<file path="config.mk">
export PLATFORM = sky130hd
export DESIGN_NAME = tsq_table
export DESIGN_NICKNAME = d
export VERILOG_FILES = /design/src/rtl/tsq_table.sv
export SDC_FILE = /design/constraint.sdc
export NUM_CORES = 2
export LEC_CHECK = 0
export BUFFER_PORTS_ARGS = -buffer_cell sky130_fd_sc_hd__buf_2
export CAP_MARGIN = 10
export CORE_MARGIN = 2
export CORE_UTILIZATION = 63
export CTS_CLUSTER_DIAMETER = 50
export CTS_CLUSTER_SIZE = 16
export DETAILED_ROUTE_END_ITERATION = 6
export PLACE_DENSITY = 0.76
export SYNTH_ARGS = -nofsm -noshare
export SYNTH_HDL_FRONTEND = slang
export SYNTH_SLANG_ARGS = --single-unit
export TNS_END_PERCENT = 50
</file>
<file path="constraint.sdc">
create_clock -name clk_i -period 5.7 [get_ports clk_i]
set_input_delay 1.14 -clock clk_i [delete_from_list [all_inputs] [get_ports clk_i]]
set_output_delay 1.14 -clock clk_i [all_outputs]
set_load 0.02 [all_outputs]
</file>
<file path="src/rtl/tsq_table.sv">
// Note table memory: one write port, one registered read port.
// Depends on nothing; widths come from parameters.
`timescale 1ns / 1ps

module tsq_table #(
  parameter int DEPTH = 64,
  parameter int WIDTH = 32
) (
  input  logic                     clk_i,
  input  logic                     we_i,
  input  logic [$clog2(DEPTH)-1:0] waddr_i,
  input  logic [WIDTH-1:0]         wdata_i,
  input  logic [$clog2(DEPTH)-1:0] raddr_i,
  output logic [WIDTH-1:0]         rdata_o
);

  logic [WIDTH-1:0] mem [DEPTH];
  logic [WIDTH-1:0] rdata_q;

  always_ff @(posedge clk_i) begin
    if (we_i) begin
      mem[waddr_i] <= wdata_i;
    end
  end

  always_ff @(posedge clk_i) begin
    rdata_q <= mem[raddr_i];
  end

  assign rdata_o = rdata_q;

endmodule

</file>
== After elaboration in Yosys (flattened, before gate mapping) ==
Memories as Yosys holds them, arrays and structs flattened. A register that Yosys moved wholly into a read port is not among the register bits.
Index checks and enable logic that the tools add are counted.

* Input port bits: 46
* Register bits: 0
* Memories: 1
* Bits in read-only memories: 0
* Bits in writable memories: 2048
* Output and inout port bits: 32
* Logic and storage cells: 3
* Bits in latches: 0

{| class="wikitable"
|+ Memory list
! name !! depth !! bits a word !! read ports !! clocked after memory_dff !! write ports !! RTL line !! RTL
|-
| mem || 64 || 32 || 1 || 1 || 1 || 17 || <nowiki>logic [WIDTH-1:0] mem [DEPTH];</nowiki>
|}

* Add/subtract/negate cells: 0
* Mux-type cells: 2
* Equal/unequal tests: 0
* $mul: 0
* Bitwise logic cells: 0
* Order comparisons: 0
* Div/mod/pow operators: 0
* Shifts and indexed selects: 0
* Reductions and logical operators: 0

{| class="wikitable"
|+ Operators with widths
! cell !! count
|-
| 2-to-1 mux 1 bit || 2
|}

== Depth between registers and ports, before layout ==
* Depth after elaboration: 2
* Gate-level depth with buffers: 10
* Mapped depth without buffers: 5

== Worst setup path after synthesis ==
No wires, ideal clock.

* Kind: input port to flip-flop
* Start point: input waddr_i[3]
* End point: memory mem[48][0], enable pin
* Arrival time: 3839 ps
* Required time: 5239 ps
* Library setup time: 461 ps
* Buffers on the path: 1
* Setup slack: 1400 ps
* Stages: 4
* Path through: clkbuf_1 -> nor2b_1 -> nand4b_1 -> nor3_1

{| class="wikitable"
|+ RTL lines
! element !! RTL line !! RTL
|-
| from (decl) || 11 || <nowiki>input logic [$clog2(DEPTH)-1:0] waddr_i,</nowiki>
|-
| to (decl) || 17 ||
|}

Straight into the memory's write port.

==> impl_metrics.toml <==
[run_status]
status = "complete, but fails checks"
failed_checks = "DRC"

[synthesis]
synth-edff-count = 2048
ys_seq_area_share_pct = 79.1
synthCells = 3324
synth_top_area_share_pct = 78.3
synthArstFlopShare_pct = 0
synth_top_cells_by_area = "edfxtp_1 78%, mux4_2 16%, mux2i_1 1.2%"
synth_warnings = 0
syn_nets = 3370
synth_largest_area_cell = "edfxtp_1"
netlist_area_um2 = 78500
synth_flop_cell = "edfxtp_1"
ys_ff_latch = 2080
netlist-cell-type-count = 34
syn_area_per_cell_um2 = 23.6

[clock_network]
cts_hold_buf = 0
clk_pin_slew_ps = 70
post_cts_buffers = 0
cts_tree = "built"
numClockSinks = 2080
cts_resized = 0
cts_buffer_depth = 3
htree_levels = 4
cts_made_buffers = 163
root_buffer = "clkbuf_16"
clk_latency_ps = 810

[place]
place_congestion = 0.821
dpl.hpwl_um = 112000
numPortBuffers = 77
dp_slack_ps = 1360

[die]
die_w_um = 357
dieHeight_um = 357
start_util_pct = 63.5
rows = 129
die_area_um2 = 127000
coreArea_um2 = 124000
pin_count = 78

[timing]
rsz0062_at_grt = "false"
slew_headroom_pct = 10.4
finalCritPeriodShare_pct = 61.6
hold_viol = 0
setup_viol = 0
tns_ps = 0
fin_crit_ps = 3510
slew_violations = 0
clock.fmax_ghz = 0.285
fin_ws_ps = 2190
fin_skew_ps = 27.6
holdWs_ps = 753
worstMarginPinSlew_ps = 1340

[power_and_ir_drop]
p_seq_share_pct = 57.0
p_clk_share_pct = 37.7
p_per_area_nw_per_um2 = 343
switching_power_mw = 6.25
p_int_mw = 23.6
max-vdd-ir-drop_mv = 0.341
power_leakage_nw = 26.9
swShare_pct = 21.0
comb_power_share_pct = 5.3
finalPower_mw = 29.8

[finish]
fillers = 6941
multi_input_area_um2 = 16000
seqCellArea_um2 = 62100
syn2layout_area_growth_pct = 10.8
final_layout_size_suffix_gt1_share_pct = 28.7
final_nets = 3564

[setup_path]
path_max_fanout = 37
cp.required_ps = 6350
critical_path_class = "primary input to register"
worstSetupStartpointType = "primary input"
r2r_slack_ps = 3430
reg2reg_depth = 5
crit_arrival_ps = 4160
r2r_start = "mem[51][27]$_DFFE_PP_"
worstReg2RegEnd = "rdata_o[27]$_DFF_P_"
end_kind = "register"

[global_routing]
overflow = 0
grt.busiest_layer = "met2"
grtUsageMet1_pct = 45.6
grt_pass1_wl_um = 284000
antenna_found_initial = 26
grt_max_degree = 77
grt_pass1_vias = 38300
met2_usage_pct = 50.2
grt_use_total_pct = 32.3
grtUsageMet3_pct = 8.10

[worst_hold_path]
hp-start = "mem[12][8]$_DFFE_PP_"
min_to = "rdata_o[8]$_DFF_P_"
min_path_cells = 4
hold_path_class = "register to register"

[routing]
via_count = 38000
firstDrtPassIters = 7
via_per_inst = 7.22
first_iter_violations = 6346
wl_per_cell_um = 38.1
drtAntennaViolNets = 0
drc = 2
wirelength_um = 201000

[flow_run]
maxCapViolCount = 0
-- power by group through the flow --
stage	Combinational (mW)	Clock (mW)	Sequential, mW
6_report	1.57	11.3	17.0
4_1_cts	1.55	11.3	17.0
3_5_place_dp	1.54	0	17.3
5_1_grt	1.64	11.8	17.0
2_1_floorplan	0.823	0	17.3
3_3_place_gp	1.48	0	17.3
-- metal layers --
metal / share of wire (%) / wire (µm)
met4: 3.9 / 7740
met1: 35 / 70700
met5: 0.093 / 186
met3: 13 / 25800
met2: 48 / 96200
-- Yosys cell counts (2+ instances only) --
cell type and number:
edfxtp_1 2048, mux4_2 544, nor2_1 137, mux2i_1 93, o22ai_1 84, clkbuf_1 74
a21oi_1 62, buf_2 57, dfxtp_1 32, o221ai_1 27, nand2_1 26, buf_4 25
buf_1 21, nor2b_1 15, a22oi_1 12, a311oi_1 8, nand2b_1 8, nor3_1 7
buf_6 5, nand3_1 5, nand3b_1 5, a41o_1 4, and3_1 4, o32ai_1 4
or3_1 3, or3b_2 3, and2_1 2, nand4_1 2, or3b_1 2
-- worst max path at each step --
| stage | start | endpoint | slack, ps | depth (start not counted) |
|---|---|---|---|---|
| floorplan | waddr_i[3] | mem[48][0]$_DFFE_PP_ | 1400 | 4 |
| finish | raddr_i[3] | rdata_o[22]$_DFF_P_ | 2190 | 7 |
| CTS | raddr_i[0] | rdata_o[11]$_DFF_P_ | 2220 | 7 |
| detailed placement | raddr_i[0] | rdata_o[11]$_DFF_P_ | 1360 | 7 |
| global placement | raddr_i[0] | rdata_o[26]$_DFF_P_ | 1420 | 6 |
| global route | raddr_i[0] | rdata_o[26]$_DFF_P_ | 2100 | 6 |
-- layout by cell type (no fill, tap or decap), drive strengths merged, types with 6 or more instances in the layout --
cell type  count
nand2         26
clkinv        24
diode          8
nand2b         8
inv            8
mux2i         93
o221ai        27
clkbuf       218
edfxtp      2048
mux4         544
a311oi         8
nor3           7
bufinv        12
nor2b         15
clkinvlp       6
dfxtp         32
a22oi         12
buf          211
a21oi         62
o22ai         84
nor2         137
-- cell families after synthesis --
family	share of synthesized area, %
buffers and inverters	1.13
and+or+nand+nor	1.27
DFF	79.1
muxes	16.8
AOI/OAI and AO/OA	1.67
-- area by class of cell --
class                   instances  share of cell area (%)
clock buffers                 218                    5.15
multi-input cells            1062                    18.4
diodes                          8                  0.0230
well taps                    1637                    2.35
flip-flops and latches       2080                    71.4
clock inverters                50                   0.747
repair buffers                211                    1.91
-- worst max-delay path, cell delays in order --
cell     delay [ps]
buf_4           540
buf_4           600
and2_1          570
buf_4           370
a21oi_1         190
a21oi_1         630
nor2_1           90
-- per-stage QoR --
stage | std cells | instance area, µm² | utilization, %
after floorplan | 3324 | 78500 | -
after global placement | 4981 | 81700 | 66.1
after detailed placement | 4981 | 81700 | 66.1
after CTS | 5249 | 86800 | 70.2
after global routing | 5259 | 87000 | 70.3
final | 5266 | 87000 | 70.4
-- flip-flops by register name, summed over array words and instances, names as in the netlist --
register and cells:
rdata_o 32, mem 2048
Note: power is estimated with default switching activity, not from simulation.
