`config.mk`:
```
export PLATFORM = sky130hd
export DESIGN_NAME = tsq_divider
export DESIGN_NICKNAME = d
export VERILOG_FILES = /design/src/rtl/tsq_divider.sv
export SDC_FILE = /design/constraint.sdc
export NUM_CORES = 1
export LEC_CHECK = 0
export ABC_CLOCK_PERIOD_IN_PS = 4110
export BUFFER_PORTS_ARGS = -buffer_cell sky130_fd_sc_hd__buf_4
export CAP_MARGIN = 5
export CORE_ASPECT_RATIO = 1.75
export CORE_UTILIZATION = 30
export DETAILED_ROUTE_END_ITERATION = 10
export GPL_TIMING_DRIVEN = 0
export HOLD_SLACK_MARGIN = 0.06
export PLACE_DENSITY = 0.47
export SYNTH_ARGS = -nofsm -noshare
export SYNTH_HDL_FRONTEND = slang
export SYNTH_SLANG_ARGS = --single-unit
export TNS_END_PERCENT = 5
```
`constraint.sdc`:
```
create_clock -name clk_i -period 4.11 [get_ports clk_i]
set_input_delay 0.6165 -clock clk_i [delete_from_list [all_inputs] [get_ports clk_i]]
set_output_delay 0.6165 -clock clk_i [all_outputs]
set_load 0.05 [all_outputs]
```
`src/rtl/tsq_divider.sv`:
```
// Iterative restoring divider, one quotient bit per cycle.
// Depends on nothing; the divisor must be nonzero when started.
`timescale 1ns / 1ps

module tsq_divider #(
  parameter int DW = 33,
  parameter int VW = 24
) (
  input  logic          clk_i,
  input  logic          rst_ni,
  input  logic          start_i,
  input  logic [DW-1:0] dividend_i,
  input  logic [VW-1:0] divisor_i,
  output logic          done_o,
  output logic [DW-1:0] quotient_o
);

  localparam int CW = $clog2(DW + 1);

  logic          busy_q, busy_d;
  logic          done_q, done_d;
  logic [CW-1:0] cnt_q, cnt_d;
  logic [DW-1:0] quo_q, quo_d;
  logic [VW-1:0] rem_q, rem_d;
  logic [VW-1:0] div_q, div_d;
  logic [VW:0]   rem_shift;
  logic [VW:0]   rem_diff;
  logic          fits;

  // one restoring step: bring in the next dividend bit, subtract if it fits
  assign rem_shift = {rem_q, quo_q[DW-1]};
  assign rem_diff  = rem_shift - {1'b0, div_q};
  assign fits      = rem_shift >= {1'b0, div_q};

  always_comb begin
    busy_d = busy_q;
    done_d = 1'b0;
    cnt_d  = cnt_q;
    quo_d  = quo_q;
    rem_d  = rem_q;
    div_d  = div_q;
    if (start_i) begin
      busy_d = 1'b1;
      cnt_d  = '0;
      quo_d  = dividend_i;
      rem_d  = '0;
      div_d  = divisor_i;
    end else if (busy_q) begin
      quo_d = {quo_q[DW-2:0], fits};
      rem_d = fits ? rem_diff[VW-1:0] : rem_shift[VW-1:0];
      cnt_d = cnt_q + CW'(1);
      if (cnt_q == CW'(DW - 1)) begin
        busy_d = 1'b0;
        done_d = 1'b1;
      end
    end
  end

  always_ff @(posedge clk_i or negedge rst_ni) begin
    if (!rst_ni) begin
      busy_q <= 1'b0;
      done_q <= 1'b0;
      cnt_q  <= '0;
    end else begin
      busy_q <= busy_d;
      done_q <= done_d;
      cnt_q  <= cnt_d;
    end
  end

  always_ff @(posedge clk_i) begin
    quo_q <= quo_d;
    rem_q <= rem_d;
    div_q <= div_d;
  end

  assign done_o     = done_q;
  assign quotient_o = quo_q;

endmodule

```
Yosys cells after proc, flatten, opt, wreduce, memory -nomap -nowiden
Index checks and enable logic that the tools add are counted.
- add/sub/neg operators: 2
- order comparisons: 1
- equality and inequality tests: 1
- multiplexer cells: 11
- reductions and logical operators: 1
- operators with widths (cell ; count):
    2-to-1 mux 33 bit ; 2
    >= comparator 25 x 24 -> 1 bit ; 1
    2-to-1 mux 24 bit ; 1
    subtractor 24 bit ; 1
    2-to-1 mux 6 bit ; 2
    adder 6 x 1 -> 6 bit, second input constant ; 1
    == test 6 bit, second input constant ; 1
    2-to-1 mux 1 bit ; 6
    nonzero test 2 bit ; 1
- register bits: 89
- output and inout port bits: 34
- word-level logic and storage cells: 22

Logic depth before layout (Yosys ltp)
Gate-level depths: netlist of run 1.
- depth after elaboration: 4
- mapped depth: 13
- depth with buffers taken out: 12

Worst setup path after synthesis of run 1
No wires, ideal clock.
- path type: register to register
- start point: register quo_q[32] (netlist: quotient_o[32])
- end point: register rem_q[22]
- arrival time: 2.778 ns
- slack: 1.244 ns
- cell stages (with the launch flop): 13
- path buffers: 0
- clock period less this slack: 2.866 ns
- cell sequence: edfxtp_1 > inv_1 > ha_1 > fa_1 > nor2b_1 > o31a_1 > o21ai_0 > o21ai_1 > and3_1 > o221ai_1 > xnor2_1 > nand2_1 > a311oi_2
- longest elaborated chain between the ends: 2
- elaborated cells between the ends (all ways): 3
- those cells by class: add/sub: 1; order compare: 1; mux: 1
- ends and longest elaborated chain (element ; RTL line ; RTL):
    from (decl) ; 23 ; logic [DW-1:0] quo_q, quo_d;
    from (signal assigned) ; 72 ; quo_q <= quo_d;
    subtractor 24 bit or >= comparator 25 x 24 -> 1 bit (tied branches) ; 32, 33 ;
    2-to-1 mux 24 bit * ; 50 ; rem_d = fits ? rem_diff[VW-1:0] : rem_shift[VW-1:0];
    to (signal assigned) ; 73 ; rem_q <= rem_d;
    to (decl) ; 24 ; logic [VW-1:0] rem_q, rem_d;
Every way passes the cells marked *; elsewhere a longest branch is shown, timed or not.
A chain may end at the register's enable or synchronous reset.

Worst setup path in the final report of run 1
- start point: register div_q[13]
- end point: register rem_q[5]
- longest elaborated chain between the ends: 2
- ends and longest elaborated chain (element ; RTL line ; RTL):
    from (decl) ; 25 ; logic [VW-1:0] div_q, div_d;
    from (signal assigned) ; 74 ; div_q <= div_d;
    >= comparator 25 x 24 -> 1 bit ; 33 ; assign fits = rem_shift >= {1'b0, div_q};
    2-to-1 mux 24 bit ; 50 ;
No other way between the ends.

==> impl_metrics.csv, run 1 <==
group,metric,value,unit
global_routing,gr-total-overflow,0,
clock_network,cts_tree,"done",
place,hpwl,9.54,mm
global_routing,globalRouteTotalUtil,14.8,%
clock_network,cts_buffers,9,
synth,synth-edff-count,57,
global_routing,grt_max_degree,34,
floorplan,pin_count,94,
power,powerDensity,356,nW/um^2
place,io_buffers,93,
sta,period_share,79.5,%
sta,period_minus_slack,3.27,ns
synth,synth_largest_area_cell,"edfxtp_1",
clock_network,cts_buffer_depth,2,
clock_network,clk_pin_slew,0.07,ns
critical_path,crit_path_start_kind,"register",
sta,layout_setup_ws,0.845,ns
clock_network,holdBufCountCts,0,
sta,fin_worst_skew,0.00915,ns
synth,synth_flop_cell,"edfxtp_1",
sta,max_slew_margin,25.5,%
synth,syn-cell-area,5070,sq um
synth,yosys-top-cells-area,"edfxtp_1, dfxtp_1, mux2_2, ha_1, a311oi_2",
finish,num_antenna_cells,0,
floorplan,start_util,30.9,%
status,status,"finished, final reports clean",
clock_network,cts_root_buffer,"clkbuf_16",
route,num_vias,3783,
route,viasPerCell,4.74,
sta,tns,0,ns
critical_path,arrival,3.52,ns
route,postRouteAntennaNets,0,
flow_run,max-cap-violations,0,
route,first_pass_iters,4,
place,post-place-ws,0.314,ns
power,peakVddDrop,0.000194,V
sta,fmax,306,MHz
synth,synth.avg_cell_area,10.9,sq um
global_routing,grt_pass1_wl,19.8,mm
synth,synth.distinct_cells,58,
sta,worstMarginPinSlew,1.09,ns
synth,syn_inst,464,
global_routing,antenna_found_initial,0,
synth,ys_warn_count,0,
route,drt_wl_total,12.3,mm
synth,synth_common_cells,"edfxtp_1, nand2_1, nor2_1, mux2_2, inv_1",
sta,slew_violations,0,
sta,setup_viol,0,
floorplan,dieArea,17500,sq um
synth,synth_top_area_share,33.7,%
floorplan,die_h,174,um
finish,final_util,38.8,%
clock_network,post_cts_buffers,0,
power,p_leak,2.69,nW
sta,final-hold-violation-count,0,
critical_path,crit_required,4.36,ns
clock_network,cts-resized-gates,0,
synth,async_flop_share,8.99,%
floorplan,die_w,100,um
finish,fillers,1685,
clock_network,htreeDepth,3,
critical_path,endpoint_kind,"register",
hold_path,hold_class,"in -> async",
synth,ys_seq_area_share,47.1,%
critical_path,rr_startpoint,"div_q[13]",
route,wl_per_cell,15.5,um
sta,holdWs,0.0757,ns
floorplan,core,16400,sq um
clock_network,clock_sinks,89,
finish,drive_gt1_share,32.8,%
critical_path,critical_path_class,"reg -> reg",
place,placed_cell_area,6050,sq um
clock_network,clk-insertion-delay-late,0.35,ns
critical_path,critPathMaxFanout,10,
global_routing,first_global_vias,3928,
finish,area_growth,25.7,%
route,drc_errors,0,
synth,yosysMostFrequentCell,"edfxtp_1",
sta,grt_setup_unrepaired,"false",
place,gp_congestion,0.814,
critical_path,critPathLaunch,"div_q[13]",
synth,synth_nets,551,
floorplan,fp-row-count,62,
finish,layout.nets,656,
finish,final_area,6380,sq um
route,dr.first_iter.drc_count,133,
synth,yosys_register_bits,89,
-- path summary, 6_finish.rpt --
path | slack [ns] | to | cells past startpoint
min in group clk_i | 0.44 | div_q[10] | 1
min reg2reg | 0.52 | rem_q[17] | 2
min | 0.08 | cnt_q[0] | 1
max reg2reg | 0.84 | rem_q[5] | 12
max | 0.84 | rem_q[5] | 12
max in group asynchronous | 3.90 | done_o | 1
-- metal layers --
layer  vias to the layer above  wire [um]  global-route usage, %
met5                         -          0                      0
met4                         0        148                   5.43
met2                        89       6940                   28.4
met3                         7        455                   2.53
li1                       1882          -                      -
met1                      1805       4790                   15.6
-- layout make-up --
type	instances	area, sq um	area share (%)
buffer	26	125	1.96
clock buffer	9	225	3.53
clock inverter	7	71.3	1.12
inverter	30	113	1.77
multi-input combinational	319	2440	38.3
sequential	89	2390	37.5
tap	224	280	4.39
timing repair buffer	94	726	11.4
-- state kept, by name, summed over array words and instances (netlist names) --
name	cells
quotient_o	33
div_q	24
rem_q	24
cnt_q	6
busy_q	1
done_o	1
-- stage by stage --
stage | total power [mW] | cells
CTS | 2.32 | 797
global route | 2.38 | 798
finish | 2.27 | 798
floorplan | 1.33 | 464
detailed placement | 1.47 | 781
global placement | 1.47 | 781
-- placed cells by master (no fill, tap or decap), types with 5 or more instances in the layout --
| cell | synthesis | final |
|---|---|---|
| nand2_1 | 46 | 46 |
| dfxtp_1 | 24 | 24 |
| edfxtp_1 | 57 | 57 |
| dfrtp_1 | 8 | 8 |
| clkbuf_1 | 11 | 11 |
| nand2_2 | 5 | 5 |
| nor2b_1 | 6 | 6 |
| buf_2 | 7 | 7 |
| xor2_1 | 8 | 8 |
| nand2b_1 | 5 | 5 |
| nand4_1 | 9 | 9 |
| ha_1 | 26 | 26 |
| nand3_1 | 6 | 6 |
| buf_4 | 0 | 93 |
| xnor2_1 | 16 | 16 |
| o21ai_0 | 8 | 8 |
| a21oi_1 | 20 | 20 |
| and3_1 | 7 | 7 |
| nor2_1 | 45 | 45 |
| buf_1 | 6 | 6 |
| a21o_1 | 8 | 8 |
| inv_1 | 30 | 30 |
| a311oi_2 | 18 | 18 |
| clkbuf_16 | 0 | 9 |
| mux2_2 | 33 | 33 |
-- critical path, cell delays in order (launching register included) --
cell and delay [ns]:
edfxtp_1 0.32, inv_1 0.04, ha_1 0.25, buf_2 0.21, nand4_1 0.19, nor2_1 0.17, nand3_1 0.18, nor4_1 0.62
a2111oi_2 0.18, a21oi_4 0.32, buf_2 0.32, nand2_1 0.10, a311oi_2 0.28
-- cell families (layout without fill, tap and decap cells) --
family	Yosys count	after routing	share of synthesized area (%)
xor+xnor	24	24	4.14
simple gates	145	145	13.5
mux	35	35	7.74
buf+inv	56	166	4.68
flops	89	89	47.1
fa+ha+maj	27	27	6.80
compound gates	88	88	16.0
-- power breakdown --
group | total, mW | switching, mW | internal [mW]
sequential | 1.04 | 0.0278 | 1.02
combinational | 0.403 | 0.242 | 0.162
clock | 0.822 | 0.352 | 0.470
Power figures use the tool's default switching activity.
==> inputs of run 2 (changes only) <==
Settings changed: ABC_AREA set to 1, ABC_CLOCK_PERIOD_IN_PS 4110 to 3150.
Clock period 4.11 ns to 3.15 ns, I/O delays scaled along.
==> run 2 against run 1 <==
  * Final area up 7.2%
  * Combinational power rose to 5.4 times the previous value
  * Global-route usage up 3.2 points
  * Area after synthesis up 9.3%
  * Critical path type unchanged
  * Worst setup slack worse by 0.036 ns
  * Sequential share of layout area down 2.5 points
  * Clock power up 24%
  * Flip-flop and latch count unchanged
  * Highest routed layer unchanged
  * Sequential power up 49%
  * Critical path depth unchanged
  * Largest cell class unchanged
  * Register-to-register slack worse by 0.04 ns
  * Worst hold slack better by 0.22 ns
==> impl_metrics.csv, run 2 <==
group,metric,value,unit
status,status,"finished, final reports clean",
global_routing,first_global_vias,5296,
route,wl_per_cell,14.7,um
critical_path,critical_path_class,"reg -> reg",
synth,async_flop_share,8.99,%
sta,period_share,74.3,%
finish,final_cell_mix,"nand2_1, inv_1, buf_4",
floorplan,fp-row-count,65,
clock_network,cts_root_buffer,"clkbuf_16",
clock_network,clock_sinks,89,
finish,drive_gt1_share,14.9,%
critical_path,crit_path_start_kind,"register",
power,p_sw,1.98,mW
synth,synth.avg_cell_area,7.24,sq um
synth,synth_flop_cell,"edfxtp_1",
finish,layout.nets,959,
synth,synth_nets,853,
route,drc_errors,0,
synth,ys_warn_count,0,
critical_path,cpLargestDelayFamily,"simple AND/OR/NAND/NOR gates",
sta,slew_violations,0,
sta,grt_setup_unrepaired,"false",
floorplan,core,18100,sq um
sta,final-hold-violation-count,0,
route,first_pass_iters,4,
synth,yosys-top-cells-area,"edfxtp_1, nand2_1, inv_1, dfxtp_1, ha_1",
floorplan,die_w,105,um
place,io_buffers,93,
synth,syn_inst,766,
critical_path,crit_required,3.38,ns
power,p_leak,3.55,nW
route,num_vias,5021,
critical_path,critPathBufInv,2,
power,peakVddDrop,0.000247,V
finish,fillers,2002,
clock_network,cts_buffers,9,
floorplan,die_h,182,um
critical_path,cp_common_cell,"nand3_1",
power,p_int,2.75,mW
power,powerDensity,692,nW/um^2
power,p_comb_share,45.7,%
power,p_sw_share,41.8,%
sta,fin_worst_skew,0.00901,ns
critical_path,path_depth,12,
hold_path,hold_class,"in -> reg",
clock_network,cts-resized-gates,0,
synth,yosysMostFrequentCell,"nand2_1",
global_routing,grt_pass1_wl,26.4,mm
power,power_frac_clock,21.6,%
floorplan,dieArea,19100,sq um
synth,synth_common_cells,"nand2_1, inv_1, edfxtp_1, nand3_1, nor2_1",
sta,period_minus_slack,2.34,ns
synth,synth.distinct_cells,31,
route,viasPerCell,4.52,
sta,fmax,427,MHz
critical_path,rr_worst_depth,12,
finish,num_antenna_cells,0,
route,drt_wl_total,16.3,mm
floorplan,pin_count,94,
synth,synth_largest_area_cell,"edfxtp_1",
critical_path,arrival,2.57,ns
clock_network,clk_pin_slew,0.07,ns
critical_path,endpoint_kind,"register",
sta,setup_viol,0,
clock_network,cts_tree,"done",
sta,worstMarginPinSlew,0.691,ns
clock_network,clk-insertion-delay-late,0.35,ns
place,post-place-ws,0.410,ns
synth,yosys_register_bits,89,
critical_path,critPathMaxFanout,10,
sta,max_slew_margin,53.7,%
place,hpwl,12.9,mm
global_routing,globalRouteTotalUtil,18.0,%
clock_network,cts_buffer_depth,2,
route,postRouteAntennaNets,0,
critical_path,path_cells,"inv_1, ha_1, nand2_1, nor2_2, nand3_1, nand3_1, nand2_2, nand3_4, buf_6, nand3_2, nand3_1, nand2_1",
flow_run,max-cap-violations,0,
synth,ys_seq_area_share,43.1,%
finish,layout_commonest_cell,"nand2_1",
power,p_total,4.73,mW
finish,area_growth,23.3,%
hold_path,hold_depth,1,
global_routing,grt_max_degree,36,
global_routing,gr-total-overflow,0,
critical_path,max_stage_delay,0.34,ns
floorplan,start_util,30.7,%
route,dr.first_iter.drc_count,180,
synth,synth_top_area_share,30.9,%
synth,synth-edff-count,57,
power,power_frac_seq,32.6,%
place,gp_congestion,0.868,
critical_path,crit_path_top_delay_cell,"ha_1",
clock_network,htreeDepth,3,
global_routing,antenna_found_initial,0,
synth,syn-cell-area,5550,sq um
finish,largest_reg_flops,33,
sta,layout_setup_ws,0.809,ns
-- run 2: final timing paths --
check	startpoint	end	slack (ns)
max	div_q[8]	rem_q[20]	0.81
min	divisor_i[4]	div_q[4]	0.30
max reg2reg	div_q[8]	rem_q[20]	0.81
min reg2reg	rem_q[12]	rem_q[12]	0.47
max in group asynchronous	rst_ni	cnt_q[0]	2.53
min in group asynchronous	rst_ni	done_o	0.48
-- run 2: cell type report --
class / count / area [sq um] / share of cell area, %
multi-input combinational: 512 / 2510 / 36.7
sequential: 89 / 2390 / 35.0
timing repair buffer: 95 / 728 / 10.6
inverter: 145 / 544 / 7.96
tap: 234 / 293 / 4.28
clock buffer: 14 / 254 / 3.71
buffer: 20 / 98.8 / 1.45
clock inverter: 2 / 16.3 / 0.238
-- run 2: timing repair --
item	4_1_cts	5_1_grt
hold endpoints to repair	8	0
hold buffers	1	0
setup buffers	0	0
-- run 2: cell families (layout without fill, tap and decap cells) --
logic type,after synthesis,after routing,synth area share (%)
buf+inv,165,276,11.6
flops,89,89,43.1
compound gates,35,35,3.50
simple gates,439,439,33.8
fa+ha+maj,27,27,6.23
xor+xnor,11,11,1.74
-- run 2: metal layers --
metal,track usage [%],share of wire [%],wire [um],vias up
met5,0,0,0,-
met4,8.68,3.3,536,0
met3,3.09,3.7,595,25
met2,36.7,57,9370,113
met1,16.7,36,5800,2273
li1,-,-,-,2610
-- run 2: worst register-to-register path, stage by stage, from the launching register on --
cell      delay, ns
edfxtp_1       0.32
inv_1          0.04
ha_1           0.34
nand2_1        0.13
nor2_2         0.21
nand3_1        0.09
nand3_1        0.23
nand2_2        0.20
nand3_4        0.18
buf_6          0.20
nand3_2        0.13
nand3_1        0.10
nand2_1        0.06
-- run 2: per-stage QoR --
| stage | area, sq um | util, % | hold WS (ns) | std cells | TNS [ns] |
|---|---|---|---|---|---|
| final | 6840 | 37.9 | 0.297 | 1111 | 0 |
| after global placement | 6540 | 36.2 | 0.301 | 1093 | -36.49 |
| after floorplan | 5550 | - | 0.177 | 766 | 0 |
| after detailed placement | 6560 | 36.3 | 0.298 | 1094 | 0 |
| after global routing | 6840 | 37.9 | 0.284 | 1111 | 0 |
| after CTS | 6840 | 37.9 | 0.284 | 1111 | 0 |
-- run 2: power by group through the flow --
| stage | logic, mW | registers (mW) | clock network, mW |
|---|---|---|---|
| final | 2.17 | 1.55 | 1.02 |
| after global routing | 2.43 | 1.57 | 1.10 |
| after CTS | 2.19 | 1.55 | 1.06 |
| after detailed placement | 2.18 | 1.57 | 0 |
| after global placement | 2.18 | 1.57 | 0 |
| after floorplan | 1.43 | 1.70 | 0 |
==> inputs of run 3 (changes only) <==
Settings changed: ABC_AREA 1 to 0, ABC_CLOCK_PERIOD_IN_PS 3150 to 2130, PLACE_DENSITY 0.47 to 0.49.
Clock period 3.15 ns to 2.13 ns, I/O delays scaled along.
==> run 3 against run 2 <==
  * The flow now finishes with violations (negative setup slack)
  * Clock-buffer cell count decreased by 5
  * Clock power up 55%
  * Critical path depth unchanged
  * Largest cell class unchanged
  * Highest routed layer unchanged
==> impl_metrics.csv, run 3 (synthesis gave the netlist of run 1 again) <==
group,metric,value,unit
clock_network,cts_buffer_depth,2,
hold_path,min_from,"divisor_i[3]",
finish,regArea,2390,sq um
global_routing,globalRouteTotalUtil,14.7,%
clock_network,cts_tree,"done",
critical_path,reg2reg_to,"rem_q[1]",
floorplan,core,16400,sq um
hold_path,hold_class,"in -> reg",
clock_network,htreeDepth,3,
finish,num_antenna_cells,0,
floorplan,start_util,30.9,%
sta,slew_violations,0,
clock_network,cts_root_buffer,"clkbuf_16",
global_routing,antenna_found_initial,0,
global_routing,gr-total-overflow,0,
floorplan,pin_count,94,
sta,fin_worst_skew,0.0135,ns
global_routing,grt_max_degree,34,
route,wl_per_cell,15.9,um
place,io_buffers,93,
sta,final-hold-violation-count,0,
clock_network,clk-insertion-delay-late,0.35,ns
place,gp_congestion,0.804,
sta,period_minus_slack,2.77,ns
clock_network,cts_buffers,9,
status,status,"finished with violations",
sta,grt_setup_unrepaired,"true",
finish,final_cell_mix,"buf_4, edfxtp_1, nor2_1, nand2_1, mux2_2",
clock_network,clock_sinks,89,
flow_run,max-cap-violations,0,
route,num_vias,3942,
route,drc_errors,0,
hold_path,hold_end,"div_q[3]",
critical_path,arrival,2.99,ns
power,p_int,3.13,mW
power,p_comb_share,19.1,%
finish,fillers,1654,
global_routing,first_global_vias,3994,
finish,layout_commonest_cell,"buf_4",
clock_network,clk_pin_slew,0.08,ns
critical_path,crit_required,2.35,ns
route,first_pass_iters,4,
power,p_leak,2.84,nW
sta,period_share,130,%
critical_path,critical_path_class,"reg -> reg",
power,peakVddDrop,0.000358,V
critical_path,endpoint_kind,"register",
place,hpwl,9.50,mm
global_routing,grt_pass1_wl,19.7,mm
sta,fmax,361,MHz
finish,largest_reg_flops,33,
critical_path,rrSetupSlack,-0.64,ns
floorplan,fp-row-count,62,
sta,setup_viol,58,
finish,drive_gt1_share,40.3,%
sta,layout_setup_ws,-0.642,ns
power,p_sw,1.31,mW
route,postRouteAntennaNets,0,
route,drt_wl_total,13.0,mm
place,placed_cell_area,6080,sq um
finish,final_util,41.3,%
sta,worstMarginPinSlew,0.854,ns
finish,area_growth,33.8,%
route,dr.first_iter.drc_count,137,
place,post-place-ws,-1.38,ns
critical_path,crit_path_start_kind,"register",
finish,final_area,6790,sq um
route,viasPerCell,4.84,
power,powerDensity,655,nW/um^2
floorplan,die_h,174,um
power,power_frac_clock,35.6,%
power,power_frac_seq,45.3,%
status,violations,"negative setup slack",
finish,layout.nets,673,
sta,max_slew_margin,43.1,%
hold_path,hold_depth,1,
floorplan,dieArea,17500,sq um
power,p_sw_share,29.5,%
floorplan,die_w,100,um
finish,multi_input_area,2670,sq um
critical_path,critPathMaxFanout,8,
critical_path,rr_startpoint,"div_q[11]",
critical_path,rr_worst_depth,12,
[run 3: cell types whose count changed in the layout (fill, tap and decap cells not counted), sizes merged, moves of 7 or more]
cell    delta
nor2       +8
a21o       +9
nand3     -53
nand4     -21
nand2    -253
buf       +20
xor2       +7
mux2      +34
inv      -112
and3       +7
a311oi    +18
[run 3: repair_timing]
action / in CTS / in global routing
pin swaps: 9 / 17
resized for setup: 27 / 27
cloned: 0 / 1
endpoints found under the hold margin: 8 / 0
setup buffers: 7 / 11
endpoints found under the setup margin: 58 / 58
hold buffers: 1 / 0
[run 3: power by group through the flow]
stage                     combinational (mW)  sequential, mW  clock [mW]
after global routing                   0.908            2.03        1.68
after global placement                 0.785            2.05           0
final                                  0.848            2.01        1.58
after floorplan                        0.296            2.27           0
after detailed placement               0.792            2.05           0
after CTS                              0.811            2.02        1.62
[run 3: cell type report]
| class | instances | area share [%] |
|---|---|---|
| plain buffers | 24 | 2.40 |
| clock buffers | 9 | 3.32 |
| clock inverters | 7 | 0.885 |
| inverters | 30 | 1.71 |
| multi-input cells | 319 | 39.3 |
| flip-flops and latches | 89 | 35.3 |
| well taps | 224 | 4.13 |
| repair buffers | 113 | 13.0 |
[run 3: through the flow]
| step | hold WS, ns | TNS [ns] | power (mW) | cells |
|---|---|---|---|---|
| final | 0.141 | -24.67 | 4.44 | 815 |
| after global routing | 0.132 | -34.17 | 4.61 | 815 |
| after CTS | 0.133 | -25.60 | 4.45 | 803 |
| after detailed placement | 0.146 | -76.89 | 2.85 | 781 |
| after global placement | 0.142 | -71.69 | 2.84 | 781 |
| after floorplan | 0.0239 | -18.83 | 2.57 | 464 |
[run 3: metal layers]
metal | share of wire, % | GRT usage [%] | up-vias
met1 | 38 | 15.0 | 1870
met4 | 2.9 | 7.37 | 0
met5 | 0 | 0 | -
met3 | 4.4 | 2.49 | 24
met2 | 55 | 27.8 | 129
li1 | - | - | 1919
[run 3: worst max-delay path, stage by stage, from the launching register on]
cell       delay (ns)
edfxtp_1         0.34
inv_2            0.05
ha_4             0.25
buf_6            0.11
nand4_1          0.18
nor2_2           0.20
nand3_2          0.15
nor4_4           0.44
a2111oi_4        0.08
a21oi_4          0.27
buf_4            0.18
nor3_1           0.05
or3_1            0.35
[run 3: worst max path at each step]
stage	end	start	slack, ns
after floorplan	rem_q[22]	quotient_o[32]	-0.59
after global placement	quotient_o[22]	start_i	-1.32
after detailed placement	quotient_o[23]	start_i	-1.38
after CTS	quotient_o[0]	div_q[11]	-0.62
after global routing	rem_q[1]	div_q[11]	-0.71
final	rem_q[1]	div_q[11]	-0.64
